File: src/rtl/pipe_separated_header_parser_core_macros.svh
// Assertion macros for the header parser core.
// Used by the top level only; no other dependencies.
`ifndef PIPE_SEPARATED_HEADER_PARSER_CORE_MACROS_SVH
`define PIPE_SEPARATED_HEADER_PARSER_CORE_MACROS_SVH

`ifndef ASSERT_OFF
// Combinational property checked at every edge outside reset.
`define PHC_ASSERT(lbl, clk, rstn, expr) \
    lbl: assert property (@(posedge clk) disable iff (!rstn) (expr)) \
        else $error("phc assertion failed");
// Implication from one cycle into the next.
`define PHC_ASSERT_NEXT(lbl, clk, rstn, ante, cons) \
    lbl: assert property (@(posedge clk) disable iff (!rstn) (ante) |=> (cons)) \
        else $error("phc sequence assertion failed");
`else
`define PHC_ASSERT(lbl, clk, rstn, expr)
`define PHC_ASSERT_NEXT(lbl, clk, rstn, ante, cons)
`endif

`endif

File: src/rtl/phc_pkg.sv
// Types, character codes and result kinds for the header parser core.
// No dependencies.
`timescale 1ns / 1ps

package phc_pkg;

    localparam logic [7:0] CHAR_NUL   = 8'h00;
    localparam logic [7:0] CHAR_PIPE  = 8'h7C;
    localparam logic [7:0] CHAR_SPACE = 8'h20;
    localparam logic [7:0] CHAR_TAB   = 8'h09;
    localparam logic [7:0] CHAR_CR    = 8'h0D;
    localparam logic [7:0] CHAR_PLUS  = 8'h2B;
    localparam logic [7:0] CHAR_MINUS = 8'h2D;
    localparam logic [7:0] CHAR_ZERO  = 8'h30;
    localparam logic [7:0] CHAR_NINE  = 8'h39;

    localparam int SIZE_W = 64;
    localparam int CK_W   = 32;

    typedef enum logic [2:0] {
        KIND_CLIENT_CHAR = 3'd0,
        KIND_CLIENT_END  = 3'd1,
        KIND_FILE_CHAR   = 3'd2,
        KIND_FILE_END    = 3'd3,
        KIND_DONE        = 3'd4,
        KIND_MALFORMED   = 3'd5
    } t_kind;

    typedef enum logic [1:0] {
        FIELD_CLIENT = 2'd0,
        FIELD_FILE   = 2'd1,
        FIELD_SIZE   = 2'd2,
        FIELD_CK     = 2'd3
    } t_field;

    typedef enum logic [1:0] {
        PHASE_SKIP   = 2'd0,
        PHASE_SIGN   = 2'd1,
        PHASE_DIGITS = 2'd2,
        PHASE_STOP   = 2'd3
    } t_phase;

    // Outcome of one byte in a decimal field.
    typedef struct packed {
        t_phase     phase;
        logic       neg;
        logic       take;
        logic [3:0] digit;
    } t_num_res;

    // One parser result, before the output register.
    typedef struct packed {
        logic                     valid;
        t_kind                    kind;
        logic [7:0]               char_value;
        logic signed [SIZE_W-1:0] hdr_size;
        logic [CK_W-1:0]          hdr_cksum;
    } t_result;

endpackage

File: src/rtl/phc_num_step.sv
// Per-byte step of the atol-style decimal scan: whitespace, sign, digits.
// Depends on phc_pkg.
`timescale 1ns / 1ps

module phc_num_step (
    input  logic [7:0]        i_byte,
    input  phc_pkg::t_phase   i_phase,
    input  logic              i_neg,
    output phc_pkg::t_num_res o_res
);

    logic is_digit;
    logic is_space;

    assign is_digit = (i_byte >= phc_pkg::CHAR_ZERO) && (i_byte <= phc_pkg::CHAR_NINE);
    assign is_space = (i_byte == phc_pkg::CHAR_SPACE) ||
                      ((i_byte >= phc_pkg::CHAR_TAB) && (i_byte <= phc_pkg::CHAR_CR));

    always_comb begin
        o_res.phase = i_phase;
        o_res.neg   = i_neg;
        o_res.take  = 1'b0;
        o_res.digit = i_byte[3:0];
        if ((i_phase == phc_pkg::PHASE_SKIP) && is_space) begin
            // stay in whitespace skip
        end else if ((i_phase == phc_pkg::PHASE_SKIP) &&
                     ((i_byte == phc_pkg::CHAR_PLUS) || (i_byte == phc_pkg::CHAR_MINUS))) begin
            o_res.neg   = (i_byte == phc_pkg::CHAR_MINUS);
            o_res.phase = phc_pkg::PHASE_SIGN;
        end else if (i_phase == phc_pkg::PHASE_STOP) begin
            // parse already ended, byte ignored
        end else if (is_digit) begin
            o_res.phase = phc_pkg::PHASE_DIGITS;
            o_res.take  = 1'b1;
        end else begin
            o_res.phase = phc_pkg::PHASE_STOP;
        end
    end

endmodule

File: src/rtl/phc_parser.sv
// Field state and accumulators of the header parser; forms at most one result per byte.
// Depends on phc_pkg and phc_num_step.
`timescale 1ns / 1ps

module phc_parser (
    input  logic             i_clk,
    input  logic             i_rst_n,
    input  logic             i_fire,
    input  logic [7:0]       i_byte,
    output phc_pkg::t_result o_res
);

    phc_pkg::t_field             r_field, n_field;
    phc_pkg::t_phase             r_phase, n_phase;
    logic                        r_neg, n_neg;
    logic [phc_pkg::SIZE_W-1:0]  r_size, n_size;
    logic [phc_pkg::CK_W-1:0]    r_ck, n_ck;

    phc_pkg::t_num_res num;
    logic [phc_pkg::SIZE_W-1:0]  size_mac;
    logic [phc_pkg::CK_W-1:0]    ck_mac;

    phc_num_step u_num (
        .i_byte  (i_byte),
        .i_phase (r_phase),
        .i_neg   (r_neg),
        .o_res   (num)
    );

    // x*10 + d as shift-add
    assign size_mac = {r_size[phc_pkg::SIZE_W-4:0], 3'b000} +
                      {r_size[phc_pkg::SIZE_W-2:0], 1'b0} +
                      {{(phc_pkg::SIZE_W-4){1'b0}}, num.digit};
    assign ck_mac   = {r_ck[phc_pkg::CK_W-4:0], 3'b000} +
                      {r_ck[phc_pkg::CK_W-2:0], 1'b0} +
                      {{(phc_pkg::CK_W-4){1'b0}}, num.digit};

    always_comb begin
        n_field = r_field;
        n_phase = r_phase;
        n_neg   = r_neg;
        n_size  = r_size;
        n_ck    = r_ck;
        o_res.valid         = 1'b0;
        o_res.kind          = phc_pkg::KIND_MALFORMED;
        o_res.char_value    = 8'h00;
        o_res.hdr_size      = '0;
        o_res.hdr_cksum     = '0;
        case (r_field)
            phc_pkg::FIELD_CLIENT, phc_pkg::FIELD_FILE: begin
                o_res.valid = 1'b1;
                if (i_byte == phc_pkg::CHAR_NUL) begin
                    n_field = phc_pkg::FIELD_CLIENT;
                    n_phase = phc_pkg::PHASE_SKIP;
                    n_neg   = 1'b0;
                    n_size  = '0;
                    n_ck    = '0;
                    o_res.kind = phc_pkg::KIND_MALFORMED;
                end else if (i_byte == phc_pkg::CHAR_PIPE) begin
                    n_phase = phc_pkg::PHASE_SKIP;
                    n_neg   = 1'b0;
                    if (r_field == phc_pkg::FIELD_CLIENT) begin
                        n_field    = phc_pkg::FIELD_FILE;
                        o_res.kind = phc_pkg::KIND_CLIENT_END;
                    end else begin
                        n_field    = phc_pkg::FIELD_SIZE;
                        o_res.kind = phc_pkg::KIND_FILE_END;
                    end
                end else begin
                    o_res.char_value = i_byte;
                    o_res.kind = (r_field == phc_pkg::FIELD_CLIENT) ?
                                 phc_pkg::KIND_CLIENT_CHAR : phc_pkg::KIND_FILE_CHAR;
                end
            end
            phc_pkg::FIELD_SIZE: begin
                if (i_byte == phc_pkg::CHAR_NUL) begin
                    o_res.valid = 1'b1;
                    o_res.kind  = phc_pkg::KIND_MALFORMED;
                    n_field = phc_pkg::FIELD_CLIENT;
                    n_phase = phc_pkg::PHASE_SKIP;
                    n_neg   = 1'b0;
                    n_size  = '0;
                    n_ck    = '0;
                end else if (i_byte == phc_pkg::CHAR_PIPE) begin
                    if (r_neg) begin
                        n_size = '0 - r_size;
                    end
                    n_field = phc_pkg::FIELD_CK;
                    n_phase = phc_pkg::PHASE_SKIP;
                    n_neg   = 1'b0;
                    n_ck    = '0;
                end else begin
                    n_phase = num.phase;
                    n_neg   = num.neg;
                    if (num.take) begin
                        n_size = size_mac;
                    end
                end
            end
            default: begin
                // checksum field; a pipe here is just a non-digit
                if (i_byte == phc_pkg::CHAR_NUL) begin
                    o_res.valid     = 1'b1;
                    o_res.kind      = phc_pkg::KIND_DONE;
                    o_res.hdr_size  = r_size;
                    o_res.hdr_cksum = r_neg ? ('0 - r_ck) : r_ck;
                    n_field = phc_pkg::FIELD_CLIENT;
                    n_phase = phc_pkg::PHASE_SKIP;
                    n_neg   = 1'b0;
                    n_size  = '0;
                    n_ck    = '0;
                end else begin
                    n_phase = num.phase;
                    n_neg   = num.neg;
                    if (num.take) begin
                        n_ck = ck_mac;
                    end
                end
            end
        endcase
    end

    always_ff @(posedge i_clk) begin
        if (!i_rst_n) begin
            r_field <= phc_pkg::FIELD_CLIENT;
            r_phase <= phc_pkg::PHASE_SKIP;
            r_neg   <= 1'b0;
            r_size  <= '0;
            r_ck    <= '0;
        end else if (i_fire) begin
            r_field <= n_field;
            r_phase <= n_phase;
            r_neg   <= n_neg;
            r_size  <= n_size;
            r_ck    <= n_ck;
        end
    end

endmodule

File: src/rtl/pipe_separated_header_parser_core.sv
// Top level of the pipe-separated header parser: input register, parser, result register.
// Depends on phc_pkg, phc_parser and the assertion macro header.
//
// channel  dir  tdata                                   tuser
// s_axis   in   [7:0] byte_value                         -
// m_axis   out  [7:0] char, [71:8] size, [103:72] cksum  [2:0] kind
//
// One byte per cycle sustained while results are accepted; each byte passes through
// the input register and then the result register.
// Size and checksum bytes produce no result, but a NUL there does; every other byte produces one.
// Reset is synchronous, active low, and returns the parser to the client field.
// A stalled result holds; the input register keeps filling until it is also full.
`timescale 1ns / 1ps
`include "pipe_separated_header_parser_core_macros.svh"

module pipe_separated_header_parser_core (
    input  logic         i_clk,
    input  logic         i_rst_n,
    input  logic         i_s_tvalid,
    output logic         o_s_tready,
    input  logic [7:0]   i_s_tdata,   // [7:0] byte_value
    output logic         o_m_tvalid,
    input  logic         i_m_tready,
    output logic [103:0] o_m_tdata,   // [7:0] char_value, [71:8] hdr_size,
                                      // [103:72] hdr_cksum
    output logic [2:0]   o_m_tuser    // [2:0] kind
);

    logic              r_in_valid;
    logic [7:0]        r_in_byte;
    logic              r_out_valid;
    phc_pkg::t_result  r_out;
    phc_pkg::t_result  res;
    logic              advance;
    logic              out_is_char;
    logic              out_nums_zero;

    assign advance    = r_in_valid && (!r_out_valid || i_m_tready);
    assign o_s_tready = !r_in_valid || (!r_out_valid || i_m_tready);

    always_ff @(posedge i_clk) begin
        if (!i_rst_n) begin
            r_in_valid <= 1'b0;
        end else if (o_s_tready) begin
            r_in_valid <= i_s_tvalid;
        end
    end

    always_ff @(posedge i_clk) begin
        if (o_s_tready && i_s_tvalid) begin
            r_in_byte <= i_s_tdata;
        end
    end

    phc_parser u_parser (
        .i_clk   (i_clk),
        .i_rst_n (i_rst_n),
        .i_fire  (advance),
        .i_byte  (r_in_byte),
        .o_res   (res)
    );

    always_ff @(posedge i_clk) begin
        if (!i_rst_n) begin
            r_out_valid <= 1'b0;
        end else if (advance) begin
            r_out_valid <= res.valid;
        end else if (i_m_tready) begin
            r_out_valid <= 1'b0;
        end
    end

    always_ff @(posedge i_clk) begin
        if (advance && res.valid) begin
            r_out <= res;
        end
    end

    assign o_m_tvalid = r_out_valid;
    assign o_m_tuser  = r_out.kind;
    assign o_m_tdata  = {r_out.hdr_cksum, r_out.hdr_size, r_out.char_value};

    assign out_is_char   = (r_out.kind == phc_pkg::KIND_CLIENT_CHAR) ||
                           (r_out.kind == phc_pkg::KIND_FILE_CHAR);
    assign out_nums_zero = (r_out.hdr_size == '0) && (r_out.hdr_cksum == '0);

    // Only character kinds carry a character.
    `PHC_ASSERT(a_char_only_for_chars, i_clk, i_rst_n, !r_out_valid || r_out.char_value == 8'h00 || out_is_char)
    // Numbers are zero except on a done result.
    `PHC_ASSERT(a_numbers_only_on_done, i_clk, i_rst_n, !r_out_valid || r_out.kind == phc_pkg::KIND_DONE || out_nums_zero)
    // Both stages full and downstream stalled: no new request taken.
    `PHC_ASSERT(a_backpressure, i_clk, i_rst_n, !(r_in_valid && r_out_valid && !i_m_tready) || !o_s_tready)
    // A stalled byte in the input register stays there.
    `PHC_ASSERT_NEXT(a_in_hold, i_clk, i_rst_n, r_in_valid && !advance, r_in_valid && $stable(r_in_byte))

endmodule
File: config.mk
export PLATFORM = sky130hd
export DESIGN_NAME = pipe_separated_header_parser_core
export DESIGN_NICKNAME = d
export VERILOG_FILES = /design/src/rtl/phc_pkg.sv /design/src/rtl/phc_num_step.sv /design/src/rtl/phc_parser.sv /design/src/rtl/pipe_separated_header_parser_core.sv
export VERILOG_INCLUDE_DIRS = /design/src /design/src/rtl
export SDC_FILE = /design/constraint.sdc
export NUM_CORES = 1
export LEC_CHECK = 0
export ABC_AREA = 1
export BUFFER_PORTS_ARGS = -buffer_cell sky130_fd_sc_hd__buf_2
export CAP_MARGIN = 10
export CORE_UTILIZATION = 50
export DETAILED_ROUTE_END_ITERATION = 16
export PLACE_DENSITY_LB_ADDON = 0.1
export SYNTH_ARGS = -nofsm -noshare
export SYNTH_HDL_FRONTEND = slang
export SYNTH_SLANG_ARGS = --single-unit
File: constraint.sdc
create_clock -name i_clk -period 6.17 [get_ports i_clk]
set_input_delay 0.617 -clock i_clk [delete_from_list [all_inputs] [get_ports i_clk]]
set_output_delay 0.617 -clock i_clk [all_outputs]
set_load 0.02 [all_outputs]
* Word level (Yosys, flattened, before mapping) *
Index checks and enable logic that the tools add are counted.

word-level totals
  register bits = 218
  latch bits = 0
  RAM bits = 0
  bits in read-only memories = 0
  input bits = 12
  logic and storage cells = 112
  memories = 0

operators by class
  $add $sub $neg = 6
  $mul = 0
  div/mod/pow operators = 0
  $lt $le $gt $ge = 4
  equality and inequality tests = 11
  shift operators = 0
  mux-type cells = 49
  bitwise gates (word level) = 2
  reduce and logical (&&, ||, !) cells = 28

operator list
  operator                                                                           count
  64-bit two-way mux                                                                 6
  32-bit two-way mux                                                                 6
  64-bit by 4-bit adder with 64-bit output                                           1
  64-bit adder                                                                       1
  32-bit case mux with 2 select lines                                                1
  1-bit by 64-bit subtractor with 64-bit output (first input constant)               1
  32-bit adder                                                                       1
  32-bit by 4-bit adder with 32-bit output                                           1
  1-bit by 32-bit subtractor with 32-bit output (first input constant)               1
  2-bit two-way mux                                                                  15
  8-bit by 6-bit equality test with 1-bit output (second input constant)             3
  1-bit two-way mux                                                                  12
  4-bit two-way mux                                                                  3
  4-bit AND reduction                                                                3
  3-bit by 1-bit inequality test with 1-bit output (second input constant)           3
  3-bit nonzero test                                                                 3
  8-bit by 7-bit equality test with 1-bit output (second input constant)             1
  8-bit by 4-bit >= comparator with 1-bit output (second input constant)             1
  8-bit by 6-bit >= comparator with 1-bit output (second input constant)             1
  8-bit by 4-bit less-or-equal comparator with 1-bit output (second input constant)  1
  8-bit by 6-bit less-or-equal comparator with 1-bit output (second input constant)  1
  8-bit zero test                                                                    1
  2-bit case mux with 2 select lines                                                 2
  4-bit case mux with 2 select lines                                                 1
  15 further kinds                                                                   30

* Depth between registers and ports, before layout *
  depth after elaboration = 10
  depth in mapped cells = 18

* Hierarchy *
From an unflattened synthesis, not the netlist that was laid out.

unflattened totals
  cells, all modules = 3090
  area total of the unflattened synthesis = 19581.3 um2

by module, submodules not included
  module                             times used  cells an instance  area an instance (um2)  seq. area each (um2)
  phc_parser                         1           2908               15770.1                 2021.9
  pipe_separated_header_parser_core  1           132                3560.9                  3493.4
  phc_num_step                       1           50                 250.2                   0.0

* Worst setup path before layout *
Ideal clock, no wire load.

  kind = register -> register
  start = register r_in_byte[1]
  end = register r_out, in the netlist o_m_tdata[0], enable pin
  library setup time = 0.610 ns
  arrival = 6.126 ns
  required time = 5.560 ns
  slack = -0.566 ns
  stages on the path, launching flop included = 6
  path buffers = 0
  cell sequence = edfxtp_1 > nor2_4 > nand2_1 > nor2_2 > nand2_2 > a21oi_1

on the way
  longest elaborated chain between the ends = 4
  elaborated cells between the ends (all ways) = 5

ends and longest elaborated chain
  what                                  line                                     text
  start, declared                       pipe_separated_header_parser_core.sv:30  logic [7:0] r_in_byte;
  start signal, assigned                pipe_separated_header_parser_core.sv:51  r_in_byte <= i_s_tdata;
  8-bit zero test *                     phc_parser.sv:76, phc_parser.sv:102
  4-bit two-way mux (on tied branches)  phc_parser.sv:102, phc_parser.sv:76
  4-bit case mux with 2 select lines *  phc_parser.sv:49                         case (r_field)
  1-bit logical AND *                   pipe_separated_header_parser_core.sv:74  if (advance && res.valid) begin
  end signal, assigned                  pipe_separated_header_parser_core.sv:75  r_out <= res;
  end, declared                         pipe_separated_header_parser_core.sv:32  phc_pkg::t_result r_out;

Mark *: on every way between the ends. The rest lies on a longest branch, timed or not.
A chain may end at the register's enable or synchronous reset.

* Final worst setup path *
  start = register r_in_byte[3]
  end = register u_parser.r_size[4] (netlist name)

on the way
  longest elaborated chain between the ends = 8
  elaborated cells between the ends (all ways) = 28

ends and longest elaborated chain
  what                                                                              line               text
  branches (longest 8 deep; another with 64-bit by 4-bit adder with 64-bit output)  n/a
  end signal, assigned                                                              phc_parser.sv:134  r_size <= n_size;
  end, declared                                                                     phc_parser.sv:16   logic [phc_pkg::SIZE_W-1:0] r_size, n_size;

Parallel ways; which one is timed is not known. The select of a mux whose other input is x is not followed.

==> summary.md <==
| Metric | Value |
|---|---|
| Fin. Hold Viols | `0` |
| Routed wire length | `67,900 um` |
| EDFF count, synth | `115` |
| CP Class | `register to register` |
| Upper clock frequency limit | `0.275 GHz` |
| # setup viols final | `0` |
| Core Region | `0.0379 mm^2` |
| Worst Hold Depth | `1` |
| Area Overhead vs Synth | `9.53%` |
| Largest family of logic cells by synthesized area | `simple AND/OR/NAND/NOR gates` |
| Placed cells | `3,661` |
| Commonest cells after routing, fill and taps aside | `nand2_1, inv_1, nor2_1` |
| # nets final | `3,374` |
| R2R Path End | `u_parser.r_size[4]$_SDFFE_PN0P_` |
| Cell count after synthesis | `3,069` |
| Vias per inst | `5.51` |
| CTS tree | `yes` |
| FF-to-FF path depth | `12` |
| Net Sw Frac | `22.9%` |
| Vias in the first global route | `19,100` |
| Post-route cell area | `0.0212 mm^2` |
| Yosys warns | `0` |
| Synth Area in Simple Gates | `35.3%` |
| IO Count | `121` |
| Hold Slack | `0.259 ns` |
| Seq pwr share | `50.7%` |
| DRC | `0` |
| Worst slew pin tran | `1.12 ns` |
| Die span in y | `199 um` |
| Rows | `71` |
| P_int | `2.39 mW` |
| Total number of vias | `20,400` |
| Net Sw Power | `710 uW` |
| Clk pwr share | `45.4%` |
| First-pass GRT wire length | `105,000 um` |
| Post-CTS Setup Inserts | `0` |
| Crit share post-route | `59.0%` |
| Hold path startpoint | `i_s_tdata[6]` |
| Post-synthesis xor/xnor area fraction | `2.17%` |
| Port Buffers | `120` |
| Clk_skew | `0.0179 ns` |
| Status | `complete, no violations` |
| Mapped cell area | `0.0194 mm^2` |
| First drt pass iteration count | `5` |
| Fin Setup TNS | `0 ns` |
| Share of cells above drive strength 1 | `6.17%` |
| Clock sinks | `218` |
| CTS HTree Levels | `1` |
| Initial antenna violation count | `0` |
| Die width | `199 um` |
| Initial core utilization | `51.1%` |
| Hold Crit Endpoint | `r_in_byte[6]$_DFFE_PP_` |
| Worst endpoint required time | `6.63 ns` |
| Top FF cell, synth | `edfxtp_1` |
| Largest net degree at the start of global routing | `71` |
| Post-route ant nets | `0` |
| Gate power share | `3.9%` |
| Detailed placement HPWL | `54,000 um` |
| Leak | `11.0 nW` |
| Adder-Cell Fraction of Synth Area | `12.2%` |
| Die area | `0.0396 mm^2` |
| Reg clk slew, reported paths | `0.06 ns` |
| RSZ-0062 raised after global routing | `no` |
| Crit end category | `register` |
| Register area share after synthesis | `28.5%` |
| FILL cells | `3,908` |
| Routability congestion estimate | `1.04` |
| Ranking of synthesized cells by area | `nand2_1, edfxtp_1, ha_1` |
| CTS Root Cell | `clkbuf_16` |
| Pwr Density | `146 mW/mm^2` |
| Synthesized flop and latch total | `218` |
| Synthesized area per cell | `6.32 um^2` |
| Hold buffer count at cts | `0` |
| Synth area leader | `nand2_1` |
| VDD IR-drop max | `254 uV` |
| Yosys top cell area share | `18.1%` |
| Post-DP Area | `0.0205 mm^2` |
| Post-layout min period | `3.64 ns` |
| CP arrival | `4.10 ns` |
| Clock buffer depth | `3` |
| Detailed Route Iter0 Violations | `1,881` |
| Max transition margin | `25.0%` |
| Non-Filler Instances | `3,706` |
| Library cells used by synthesis | `47` |
| Worst Hold Class | `input pin to register` |
| Total track usage | `34.4%` |
| Routed wire per std cell | `18.3 um` |
| Post-synthesis mux area share | `0%` |
| Crit-path max FO | `63` |
| Async SR Flop Fraction | `0%` |
| Startpoint types | `register` |
| Commonest non-fill, non-tap cell in the layout | `nand2_1` |
| Max-cap violations | `0` |
| Complex-gate fraction of the synthesized area | `10.9%` |
| R2R setup slack | `2.53 ns` |
| Slew Limit Fails | `0` |
| Overflow after GRT | `0` |
| Resize count post-CTS | `0` |
| Synthesized net count | `3,267` |
| Latest clock arrival within the worst-skew pair | `0.54 ns` |
| R2r startpoint | `r_in_byte[3]$_DFFE_PP_` |
| TritonCTS buffer count | `24` |
## through the flow
stage	util, %	setup WS (ns)	power, mW
2_1_floorplan	-	1.58	1.68
3_3_place_gp	54.0	2.61	1.72
3_5_place_dp	54.0	2.55	1.72
4_1_cts	56.0	2.54	3.12
5_1_grt	56.0	2.30	3.18
6_report	56.0	2.53	3.10
## area by class of cell
type,count,area (um^2),share of cell area [%]
clock inverter,10,67.6,0.318
tap,511,639,3.01
clock buffer,34,679,3.20
multi-input combinational,2297,11800,55.4
sequential,218,5520,26.0
antenna,1,2.50,0.0118
timing repair buffer,129,668,3.15
inverter,506,1900,8.96
## how the worst max path moves through the flow
| stage | slack [ns] | cells after the start | start | endpoint |
|---|---|---|---|---|
| after CTS | 2.54 | 12 | r_in_byte[3]$_DFFE_PP_ | u_parser.r_size[4]$_SDFFE_PN0P_ |
| after global placement | 2.61 | 12 | r_in_byte[3]$_DFFE_PP_ | u_parser.r_size[4]$_SDFFE_PN0P_ |
| after floorplan | 1.58 | 5 | r_in_byte[1]$_DFFE_PP_ | o_m_tdata[0]$_SDFFCE_PP0P_ |
| final | 2.53 | 12 | r_in_byte[3]$_DFFE_PP_ | u_parser.r_size[4]$_SDFFE_PN0P_ |
| after global routing | 2.30 | 12 | r_in_byte[3]$_DFFE_PP_ | u_parser.r_size[4]$_SDFFE_PN0P_ |
| after detailed placement | 2.55 | 12 | r_in_byte[3]$_DFFE_PP_ | u_parser.r_size[4]$_SDFFE_PN0P_ |
## per-layer routing
layer  vias to the layer above  GRT usage [%]  wire length (um)
met3                       136           3.90              4850
li1                      10100              -                 -
met4                         0           12.7              2400
met2                       779           56.7             30900
met5                         -              0                 0
met1                      9396           46.2             29700
## registers in the layout (all words and copies together), names as in the netlist
name              cells
r_in_valid            1
o_m_tdata           104
u_parser.r_field      2
u_parser.r_size      64
u_parser.r_ck        32
r_in_byte             8
o_m_tvalid            1
o_m_tuser             3
u_parser.r_neg        1
u_parser.r_phase      2
## synth_stat cells (2+ instances only)
| library cell | instances |
|---|---|
| nor3_1 | 34 |
| buf_4 | 6 |
| o21ai_0 | 94 |
| nor2_2 | 6 |
| buf_1 | 4 |
| dfxtp_1 | 103 |
| a211oi_1 | 5 |
| nor2_4 | 2 |
| nor4_1 | 7 |
| inv_1 | 492 |
| o211ai_1 | 10 |
| nand2_2 | 3 |
| nand2_1 | 934 |
| nand4_1 | 44 |
| nor2_1 | 391 |
| or2_2 | 9 |
| xnor2_1 | 23 |
| fa_1 | 4 |
| buf_2 | 5 |
| inv_2 | 8 |
| edfxtp_1 | 115 |
| nor3_2 | 3 |
| nand3_1 | 218 |
| ha_1 | 182 |
| o21a_1 | 5 |
| and3_1 | 2 |
| o21bai_1 | 11 |
| xor2_1 | 25 |
| clkbuf_1 | 31 |
| a21boi_0 | 2 |
| nor3b_1 | 2 |
| a31oi_1 | 8 |
| buf_6 | 2 |
| o21ai_1 | 5 |
| o2111ai_1 | 5 |
| nand3b_1 | 5 |
| a21oi_1 | 250 |
| clkinv_1 | 5 |
## critical path: stages, from the launching register on
cell,delay [ns]
edfxtp_1,0.48
nand2_1,0.22
nor2_2,0.08
nand4_4,0.06
buf_4,0.61
o21ai_0,0.20
nor2_2,0.22
inv_2,0.08
nor2_4,0.82
inv_2,0.31
a21oi_1,0.22
o21ai_1,0.09
a21oi_1,0.14
## power groups by stage
| stage | Combinational, mW | Sequential, mW | Clock (mW) |
|---|---|---|---|
| after floorplan | 0.0377 | 1.64 | 0 |
| after global placement | 0.122 | 1.60 | 0 |
| after detailed placement | 0.122 | 1.60 | 0 |
| after CTS | 0.123 | 1.57 | 1.43 |
| after global routing | 0.131 | 1.57 | 1.48 |
| final | 0.122 | 1.57 | 1.41 |
## logic make-up after synthesis
| family | Yosys count |
|---|---|
| AND/OR/NAND/NOR | 1664 |
| buffers and inverters | 554 |
| AO/OA/AOI/OAI | 399 |
| flip-flops | 218 |
| adder cells (fa/ha/maj) | 186 |
| XOR/XNOR | 48 |
Power figures use the tool's default switching activity.
